<file path="config.mk">
export PLATFORM = sky130hd
export DESIGN_NAME = calendar_date_stepper_flat
export DESIGN_NICKNAME = d
export VERILOG_FILES = /design/src/sv/cds_pkg.sv /design/src/sv/cds_in_if.sv /design/src/sv/cds_out_if.sv /design/src/sv/calendar_date_stepper.sv /design/src/sv/cds_step.sv /design/src/sv/cds_out_stage.sv /design/src/flat_wrapper.sv
export SDC_FILE = /design/constraint.sdc
export NUM_CORES = 1
export LEC_CHECK = 0
export BUFFER_PORTS_ARGS = -buffer_cell sky130_fd_sc_hd__buf_4
export CAP_MARGIN = 10
export CORE_MARGIN = 4
export CORE_UTILIZATION = 26
export CTS_CLUSTER_SIZE = 10
export DETAILED_ROUTE_END_ITERATION = 12
export MAX_ROUTING_LAYER = met4
export PLACE_DENSITY = 0.51
export SYNTH_ARGS = -nofsm -noshare
export SYNTH_HDL_FRONTEND = slang
export SYNTH_SLANG_ARGS = --single-unit
</file>
<file path="constraint.sdc">
create_clock -name clk -period 17.2 [get_ports clk]
set_input_delay 0.86 -clock clk [delete_from_list [all_inputs] [get_ports clk]]
set_output_delay 0.86 -clock clk [all_outputs]
set_load 0.005 [all_outputs]
</file>
<file path="src/sv/cds_pkg.sv">
// shared types, codes and calendar functions for the calendar date stepper
`default_nettype none

package cds_pkg;

    // field widths
    localparam int ACTION_W  = 2;
    localparam int DAY_W     = 5;
    localparam int MONTH_W   = 4;
    localparam int YEAR_W    = 16;
    localparam int WEEKDAY_W = 3;

    // action codes
    localparam logic [ACTION_W-1:0] ACT_ADVANCE = 2'd0;
    localparam logic [ACTION_W-1:0] ACT_RETREAT = 2'd1;
    localparam logic [ACTION_W-1:0] ACT_LOAD    = 2'd2;
    localparam logic [ACTION_W-1:0] ACT_NONE    = 2'd3;

    // months
    localparam logic [MONTH_W-1:0] MON_JAN = 4'd1;
    localparam logic [MONTH_W-1:0] MON_FEB = 4'd2;
    localparam logic [MONTH_W-1:0] MON_APR = 4'd4;
    localparam logic [MONTH_W-1:0] MON_JUN = 4'd6;
    localparam logic [MONTH_W-1:0] MON_SEP = 4'd9;
    localparam logic [MONTH_W-1:0] MON_NOV = 4'd11;
    localparam logic [MONTH_W-1:0] MON_DEC = 4'd12;

    // weekdays
    localparam logic [WEEKDAY_W-1:0] WD_MON = 3'd1;
    localparam logic [WEEKDAY_W-1:0] WD_SUN = 3'd7;

    // day constants
    localparam logic [DAY_W-1:0] DAY_FIRST = 5'd1;
    localparam logic [DAY_W-1:0] DAY_28    = 5'd28;
    localparam logic [DAY_W-1:0] DAY_29    = 5'd29;
    localparam logic [DAY_W-1:0] DAY_30    = 5'd30;
    localparam logic [DAY_W-1:0] DAY_31    = 5'd31;

    // divisibility by 25: multiply by the inverse of 25 mod 2^16, then compare
    localparam logic [YEAR_W-1:0] INV25   = 16'd23593;
    localparam logic [YEAR_W-1:0] DIV25_MAX = 16'd2621;

    typedef struct packed {
        logic [ACTION_W-1:0]  action;
        logic [DAY_W-1:0]     load_day;
        logic [MONTH_W-1:0]   load_month;
        logic [YEAR_W-1:0]    load_year;
        logic [WEEKDAY_W-1:0] load_weekday;
    } cmd_t;

    typedef struct packed {
        logic [DAY_W-1:0]     day;
        logic [MONTH_W-1:0]   month;
        logic [YEAR_W-1:0]    year;
        logic [WEEKDAY_W-1:0] weekday;
    } date_t;

    typedef struct packed {
        date_t date;
        logic  err;
    } step_t;

    localparam date_t DATE_RESET = '{day: DAY_FIRST, month: MON_JAN,
                                     year: '0, weekday: WD_MON};

    // gregorian leap rule: by 4, not by 100 unless by 400
    function automatic logic is_leap(input logic [YEAR_W-1:0] year);
        logic [2*YEAR_W-1:0] prod;
        logic                div4;
        logic                div16;
        logic                div25;
        prod  = year * INV25;
        div4  = (year[1:0] == 2'd0);
        div16 = (year[3:0] == 4'd0);
        div25 = (prod[YEAR_W-1:0] <= DIV25_MAX);
        return div4 && (!div25 || div16);
    endfunction

    // days in a month
    function automatic logic [DAY_W-1:0] month_length(input logic [MONTH_W-1:0] month,
                                                      input logic leap);
        logic [DAY_W-1:0] len;
        if (month == MON_FEB)
        begin
            len = leap ? DAY_29 : DAY_28;
        end
        else if (month == MON_APR || month == MON_JUN ||
                 month == MON_SEP || month == MON_NOV)
        begin
            len = DAY_30;
        end
        else
        begin
            len = DAY_31;
        end
        return len;
    endfunction

endpackage

`default_nettype wire

</file>
<file path="src/sv/cds_in_if.sv">
// command channel: valid/ready handshake with the step request fields
`default_nettype none

interface cds_in_if;
    import cds_pkg::*;

    logic                 valid;
    logic                 ready;
    logic [ACTION_W-1:0]  action;
    logic [DAY_W-1:0]     load_day;
    logic [MONTH_W-1:0]   load_month;
    logic [YEAR_W-1:0]    load_year;
    logic [WEEKDAY_W-1:0] load_weekday;

    modport source (output valid, action, load_day, load_month, load_year,
                    load_weekday, input ready);
    modport sink   (input valid, action, load_day, load_month, load_year,
                    load_weekday, output ready);
endinterface

`default_nettype wire

</file>
<file path="src/sv/cds_out_if.sv">
// date channel: valid/ready handshake with the date after each step
`default_nettype none

interface cds_out_if;
    import cds_pkg::*;

    logic                 valid;
    logic                 ready;
    logic [DAY_W-1:0]     cur_day;
    logic [MONTH_W-1:0]   cur_month;
    logic [YEAR_W-1:0]    cur_year;
    logic [WEEKDAY_W-1:0] cur_weekday;
    logic                 day_error;

    modport source (output valid, cur_day, cur_month, cur_year, cur_weekday,
                    day_error, input ready);
    modport sink   (input valid, cur_day, cur_month, cur_year, cur_weekday,
                    day_error, output ready);
endinterface

`default_nettype wire

</file>
<file path="src/sv/calendar_date_stepper.sv">
// top level of the gregorian calendar date stepper
`default_nettype none

// Gregorian calendar stepper. Each item on cmd advances the held date by one day,
// retreats it by one day, loads a new date or leaves it unchanged, and yields
// exactly one item on date with the date after the step. An accepted item is held
// in the command register, is applied to the date registers through the step logic,
// and lands in the result register; one item per cycle sustained while date.ready
// holds. cmd.ready follows date.ready combinationally through the two stages.
// After reset the date is day 1, January, year 0, Monday.

module calendar_date_stepper (
    input  wire       clk,
    input  wire       rst_n,
    cds_in_if.sink    cmd,
    cds_out_if.source date
);
    import cds_pkg::*;

    logic  cmd_valid_reg;
    cmd_t  cmd_reg;
    date_t date_reg;
    date_t date_next;
    step_t step;
    logic  out_free;
    logic  apply;

    // pipeline flow
    assign apply     = cmd_valid_reg && out_free;
    assign cmd.ready = !cmd_valid_reg || out_free;

    // command register
    always_ff @(posedge clk or negedge rst_n)
    begin
        if (!rst_n)
        begin
            cmd_valid_reg <= 1'b0;
        end
        else if (cmd.ready)
        begin
            cmd_valid_reg <= cmd.valid;
        end
    end

    always_ff @(posedge clk)
    begin
        if (cmd.valid && cmd.ready)
        begin
            cmd_reg <= '{action: cmd.action, load_day: cmd.load_day,
                         load_month: cmd.load_month, load_year: cmd.load_year,
                         load_weekday: cmd.load_weekday};
        end
    end

    // step logic
    cds_step u_step (
        .cur (date_reg),
        .cmd (cmd_reg),
        .res (step)
    );

    // date registers
    assign date_next = apply ? step.date : date_reg;

    always_ff @(posedge clk or negedge rst_n)
    begin
        if (!rst_n)
        begin
            date_reg <= DATE_RESET;
        end
        else
        begin
            date_reg <= date_next;
        end
    end

    // result register
    cds_out_stage u_out (
        .clk   (clk),
        .rst_n (rst_n),
        .load  (apply),
        .res   (step),
        .free  (out_free),
        .date  (date)
    );

endmodule

`default_nettype wire

</file>
<file path="src/sv/cds_step.sv">
// next-date logic: advance, retreat or load applied to the current date
`default_nettype none

module cds_step (
    input  var cds_pkg::date_t cur,
    input  var cds_pkg::cmd_t  cmd,
    output cds_pkg::step_t     res
);
    import cds_pkg::*;

    logic             leap;
    logic [DAY_W-1:0] cur_len;
    logic [MONTH_W-1:0] prev_month;
    logic [DAY_W-1:0] prev_len;

    // month lengths of this month and the one before, same year
    assign leap       = is_leap(cur.year);
    assign cur_len    = month_length(cur.month, leap);
    assign prev_month = cur.month - MONTH_W'(1);
    assign prev_len   = month_length(prev_month, leap);

    always_comb
    begin
        res.date = cur;
        res.err  = 1'b0;
        unique case (cmd.action)
            ACT_ADVANCE:
            begin
                res.date.weekday = (cur.weekday >= WD_SUN) ? WD_MON
                                                           : cur.weekday + WEEKDAY_W'(1);
                if (cur.day < cur_len)
                begin
                    res.date.day = cur.day + DAY_W'(1);
                end
                else if (cur.day == cur_len)
                begin
                    res.date.day = DAY_FIRST;
                    if (cur.month >= MON_DEC)
                    begin
                        res.date.month = MON_JAN;
                        res.date.year  = cur.year + YEAR_W'(1);
                    end
                    else
                    begin
                        res.date.month = cur.month + MONTH_W'(1);
                    end
                end
                else
                begin
                    res.date.day = DAY_FIRST;
                    res.err      = 1'b1;
                end
            end
            ACT_RETREAT:
            begin
                res.date.weekday = (cur.weekday <= WD_MON) ? WD_SUN
                                                           : cur.weekday - WEEKDAY_W'(1);
                if (cur.day >= DAY_W'(2))
                begin
                    res.date.day = cur.day - DAY_W'(1);
                end
                else if (cur.day == DAY_FIRST)
                begin
                    if (cur.month <= MON_JAN)
                    begin
                        // december has 31 days in every year
                        res.date.month = MON_DEC;
                        res.date.year  = cur.year - YEAR_W'(1);
                        res.date.day   = DAY_31;
                    end
                    else
                    begin
                        res.date.month = prev_month;
                        res.date.day   = prev_len;
                    end
                end
                else
                begin
                    res.date.day = DAY_FIRST;
                    res.err      = 1'b1;
                end
            end
            ACT_LOAD:
            begin
                res.date.day  = cmd.load_day;
                res.date.year = cmd.load_year;
                if (cmd.load_month >= MON_JAN && cmd.load_month <= MON_DEC)
                begin
                    res.date.month = cmd.load_month;
                end
                if (cmd.load_weekday != '0)
                begin
                    res.date.weekday = cmd.load_weekday;
                end
            end
            ACT_NONE:
            begin
                res.date = cur;
            end
            default:
            begin
                res.date = cur;
            end
        endcase
    end

endmodule

`default_nettype wire

</file>
<file path="src/sv/cds_out_stage.sv">
// result register driving the date channel
`default_nettype none

module cds_out_stage (
    input  wire            clk,
    input  wire            rst_n,
    input  wire            load,
    input  var cds_pkg::step_t res,
    output logic           free,
    cds_out_if.source      date
);
    import cds_pkg::*;

    logic  valid_reg;
    step_t res_reg;

    // register can take a new item when empty or being drained
    assign free = !valid_reg || date.ready;

    always_ff @(posedge clk or negedge rst_n)
    begin
        if (!rst_n)
        begin
            valid_reg <= 1'b0;
        end
        else if (free)
        begin
            valid_reg <= load;
        end
    end

    // payload
    always_ff @(posedge clk)
    begin
        if (load && free)
        begin
            res_reg <= res;
        end
    end

    assign date.valid       = valid_reg;
    assign date.cur_day     = res_reg.date.day;
    assign date.cur_month   = res_reg.date.month;
    assign date.cur_year    = res_reg.date.year;
    assign date.cur_weekday = res_reg.date.weekday;
    assign date.day_error   = res_reg.err;

endmodule

`default_nettype wire

</file>
<file path="src/flat_wrapper.sv">
// flat-port wrapper written by rule: the top's interface ports become plain ports
module calendar_date_stepper_flat import cds_pkg::*;
  (clk, rst_n, cmd_valid, cmd_action, cmd_load_day, cmd_load_month, cmd_load_year, cmd_load_weekday, cmd_ready, date_valid, date_cur_day, date_cur_month, date_cur_year, date_cur_weekday, date_day_error, date_ready);
  cds_in_if cmd_i ();
  cds_out_if date_i ();
  input  wire clk;
  input  wire rst_n;
  input wire logic [$bits(cmd_i.valid)-1:0] cmd_valid;
  input wire logic [$bits(cmd_i.action)-1:0] cmd_action;
  input wire logic [$bits(cmd_i.load_day)-1:0] cmd_load_day;
  input wire logic [$bits(cmd_i.load_month)-1:0] cmd_load_month;
  input wire logic [$bits(cmd_i.load_year)-1:0] cmd_load_year;
  input wire logic [$bits(cmd_i.load_weekday)-1:0] cmd_load_weekday;
  output wire logic [$bits(cmd_i.ready)-1:0] cmd_ready;
  output wire logic [$bits(date_i.valid)-1:0] date_valid;
  output wire logic [$bits(date_i.cur_day)-1:0] date_cur_day;
  output wire logic [$bits(date_i.cur_month)-1:0] date_cur_month;
  output wire logic [$bits(date_i.cur_year)-1:0] date_cur_year;
  output wire logic [$bits(date_i.cur_weekday)-1:0] date_cur_weekday;
  output wire logic [$bits(date_i.day_error)-1:0] date_day_error;
  input wire logic [$bits(date_i.ready)-1:0] date_ready;
  assign cmd_i.valid = cmd_valid;
  assign cmd_i.action = cmd_action;
  assign cmd_i.load_day = cmd_load_day;
  assign cmd_i.load_month = cmd_load_month;
  assign cmd_i.load_year = cmd_load_year;
  assign cmd_i.load_weekday = cmd_load_weekday;
  assign cmd_ready = cmd_i.ready;
  assign date_valid = date_i.valid;
  assign date_cur_day = date_i.cur_day;
  assign date_cur_month = date_i.cur_month;
  assign date_cur_year = date_i.cur_year;
  assign date_cur_weekday = date_i.cur_weekday;
  assign date_day_error = date_i.day_error;
  assign date_i.ready = date_ready;
  calendar_date_stepper u_core (.clk(clk), .rst_n(rst_n), .cmd(cmd_i), .date(date_i));
endmodule
</file>
==> results summary <==
The run finished with clean final reports. The count of nets left with antenna violations once routing finished came out at 0. For this run, the register share of the synthesized area comes to between 30% and 40%. The detailed placer's ending HPWL is roughly 13 mm.

The core region is between 20,000 and 30,000 sq um. For the worst setup path, the data required time is 17.27 ns. The startpoint identified for the worst register-to-register timing path is u_core.date_reg[5]. The worst setup path is launched from a flip-flop. The total overflow reported by the global router came out at 0.

The final layout contains about 910 nets. The signed area change from the synthesized netlist to the final layout is 15.60%. The minimum hold slack came out at about 0.47 ns.

The data arrival time of the critical path came out at about 8 ns. The prevailing post-synth register cell is edfxtp_1. The critical setup path kind is flip-flop to flip-flop. The number of setup violations in the final report is 0. The combined buffer and inverter count along the critical path is 3. The H-tree generated during clock tree synthesis spans 3 levels. When the netlist entered floorplanning its net count stood at roughly 870. The number of clock sinks seen by CTS is between 80 and 90. In this run the worst path has a maximum fanout of 10.

The flip-flop count of the largest register after layout came out at 30. For this run, the number of standard cells in the final layout without fillers is approximately 1,100. The cell area that synthesis handed to floorplanning was 6963 sq um. The accumulated negative setup slack came out at 0 ns. The combined global-route utilization of all metal layers is 13.26%. Across all register-to-register paths, the minimum setup slack is roughly 9.5 ns.

The number of max-cap violations is 0. The initial core utilization came out at 26.57%. The count of vias placed by the detailed router came out at between 5,000 and 6,000.

Dividing the detail-routed via count by the number of cells gives 5.047. The layout cell share with drive strength beyond 1 is between 10 and 15%. Entering global routing, the biggest net connects 64 pins. The largest single stage delay on the critical path is 0.55 ns. The number of clock buffers added by TritonCTS is 9. On the critical path, the stage with the largest delay is an instance of or4b_4.

Broken down by cell family, the worst path's largest delay share belongs to adder cells. Once the clock tree was built, the setup fixing pass inserted 0 buffers. The flip-flop and latch count after synthesis came out at approximately 90.

The footprint of the multi-input gates came out at between 4000 and 5000 sq um. The via count of the first global-routing pass came out at 5,478. The library cell occupying the most area in the post-synthesis netlist is edfxtp_1. The count of cells along the worst register-to-register path came out at 26. The clock root buffer is clkbuf_16. The iteration-0 DRC count of the detailed router is 329. The cell with the most instances on the worst path is ha_1. The clock slew at the register clock pins of the worst setup and hold paths came out at 0.06 ns.

The first global-routing pass estimated between 20 and 30 mm of wire. The detailed-route wire length came out at ~19 mm. The number of design rule violations left after detail routing came out at 0.

The post-cts repair resize count came out at 0. The maximum root-to-sink buffer count came out at 2. The worst register-to-register path ends at u_core.u_out.date.cur_year[13]. Yosys printed 0 warnings. The number of placed instances, taps included, is 1,101. The first-pass detailed-route iteration total is 7.

The count of pins over their slew limit came out at 0. The total count of hold-check failures in the final report came to 0. The mean area per synthesized cell is ~9.5 sq um. The horizontal die dimension came out at 171.6 um.

The post-synthesis cell count came out at roughly 730. In this run the tightest slew margin relative to its limit is between 30% and 40%. The post-route minimum period is about 7.7 ns. Setup repair after global routing left no endpoint under its margin. The number of antenna violations at the first check in global routing is 0.

For the final database, setup skew stands at about 0.012 ns. The area occupied by registers came out at 2526 sq um. Ranked by total cell area, the synthesized netlist is headed by edfxtp_1, ha_1, dfrtp_1.

The height of the chip came out at 171.6 um. The worst setup path is captured at a flip-flop. In the final routed layout, each cell accounts on average for between 15 and 20 um. TritonCTS built the clock tree. The site row count came out at 59. After synthesis, the share of flip-flops with an asynchronous set or reset is 33.71%.

The die outline area came out at 29,460 sq um. The count of port buffers added during placement is 64. The number of synthesized flops with an enable pin is slightly below 60. The number of buffers inserted for hold repair after clock tree synthesis is 0. Fill cells in the final layout number about 2,700. The clock network latency to the later pin of the worst-skew pair is around 0.35 ns.

The min-delay analysis places its worst path in the category primary input to async pin. Pin placement for this block handled 65 I/O pins. The number of distinct library cell variants in the gate-level netlist after synthesis is 62. The number of inserted diodes came out at 0. The peak clock frequency supported by timing is approximately 0.13 GHz. The routability congestion estimate is 0.8885. The portion of the clock cycle consumed by the worst path in the final layout came out at around 45%. The transition time at the pin with the least slew margin is ~0.94 ns. The fraction of post-synthesis cell area in the top cell type by area is approximately a quarter.
## cell families after synthesis
family / after synthesis / share of synthesized area, %
simple gates: 223 / 14.93
compound gates: 176 / 16.69
fa+ha+maj: 102 / 20.27
buf+inv: 94 / 5.085
flops: 89 / 36.28
xor+xnor: 30 / 3.774
mux: 19 / 2.965
## how the worst max path moves through the flow
stage                             from                             end  depth (start not counted)
floorplan           u_core.date_reg[5]             u_core.date_reg[16]                         26
finish              u_core.date_reg[5]  u_core.u_out.date.cur_year[13]                         26
global route        u_core.date_reg[5]  u_core.u_out.date.cur_year[13]                         26
detailed placement  u_core.date_reg[5]  u_core.u_out.date.cur_year[13]                         26
CTS                 u_core.date_reg[5]  u_core.u_out.date.cur_year[13]                         26
global placement    u_core.date_reg[5]  u_core.u_out.date.cur_year[13]                         26
## routing by layer
| layer | global-route usage, % | vias up | wire length (um) |
|---|---|---|---|
| met1 | 17.02 | 2716 | 8789 |
| met4 | 4.444 | 0 | 435 |
| met2 | 21.12 | 134 | 8931 |
| met3 | 2.459 | 36 | 675 |
| li1 | - | 2752 | - |
| met5 | - | - | 0 |
## synthesized netlist by cell type, types with 5 or more instances
cell type,n
mux2_2,13
nand3_1,26
o22ai_1,8
mux2i_1,6
nor4_1,6
clkbuf_1,28
buf_1,7
o21ai_0,37
xor2_1,6
nor3_1,23
xnor2_1,24
nand2b_1,6
nand4_1,7
o31ai_1,9
dfrtp_1,27
a31oi_1,15
o211ai_1,5
edfxtp_1,59
ha_1,84
and3_1,11
o21a_1,10
inv_1,57
nor2_1,64
fa_1,18
a21oi_1,43
a211oi_1,5
nand2_1,63
## through the flow
| step | setup WS, ns | util, % | cell area [sq um] |
|---|---|---|---|
| 6_report | 9.489 | 30.71 | 8049 |
| 5_1_grt | 9.018 | 30.71 | 8049 |
| 4_1_cts | 9.486 | 30.71 | 8049 |
| 3_5_place_dp | 9.503 | 29.63 | 7765 |
| 3_3_place_gp | 9.674 | 29.63 | 7765 |
| 2_1_floorplan | 10.27 | - | 6963 |
## final cells by class
| type | count | area share [%] |
|---|---|---|
| clock inverter | 3 | 0.5441 |
| tap | 335 | 5.208 |
| timing repair buffer | 69 | 6.436 |
| sequential | 89 | 31.39 |
| inverter | 58 | 2.705 |
| multi-input combinational | 550 | 50.74 |
| clock buffer | 13 | 2.985 |
## worst reg2reg max path, stage by stage, from the launching register on
cell and delay, ns:
dfrtp_1 0.54, inv_1 0.20, ha_1 0.34, ha_1 0.27
inv_1 0.05, fa_1 0.51, fa_1 0.54, inv_1 0.05
fa_1 0.48, ha_1 0.31, ha_1 0.40, nand2_1 0.10
nor4_1 0.39, a2111oi_4 0.11, xnor2_1 0.15, or4b_4 0.55
o21a_1 0.18, o311a_1 0.29, ha_1 0.32, and4_1 0.21
o211ai_1 0.19, nor3_1 0.54, nand3_1 0.17, xnor2_1 0.15
mux2_2 0.27, nor2_1 0.09, a21oi_1 0.05
## placed cells by master, fill, tap and decap left out, drive strengths merged, types with 4 or more instances in the layout
master and count:
nor4 6, dfrtp 27, o21a 10, nor2b 4, xnor2 24, o22ai 8, o21ai 39, nand3 26
clkbuf 13, mux2i 6, a311oi 4, a221o 4, o211ai 5, ha 84, xor2 6, inv 57
nor2 64, a22oi 4, nand4 7, a21oi 43, o31a 4, a31oi 15, nand2b 6, buf 69
mux2 13, fa 18, o31ai 9, nor3 23, a211oi 6, nand2 63, edfxtp 59, and3 11
Power is not shown: default switching activity piles up to over one toggle a cycle in this logic, so the estimate is an artifact.
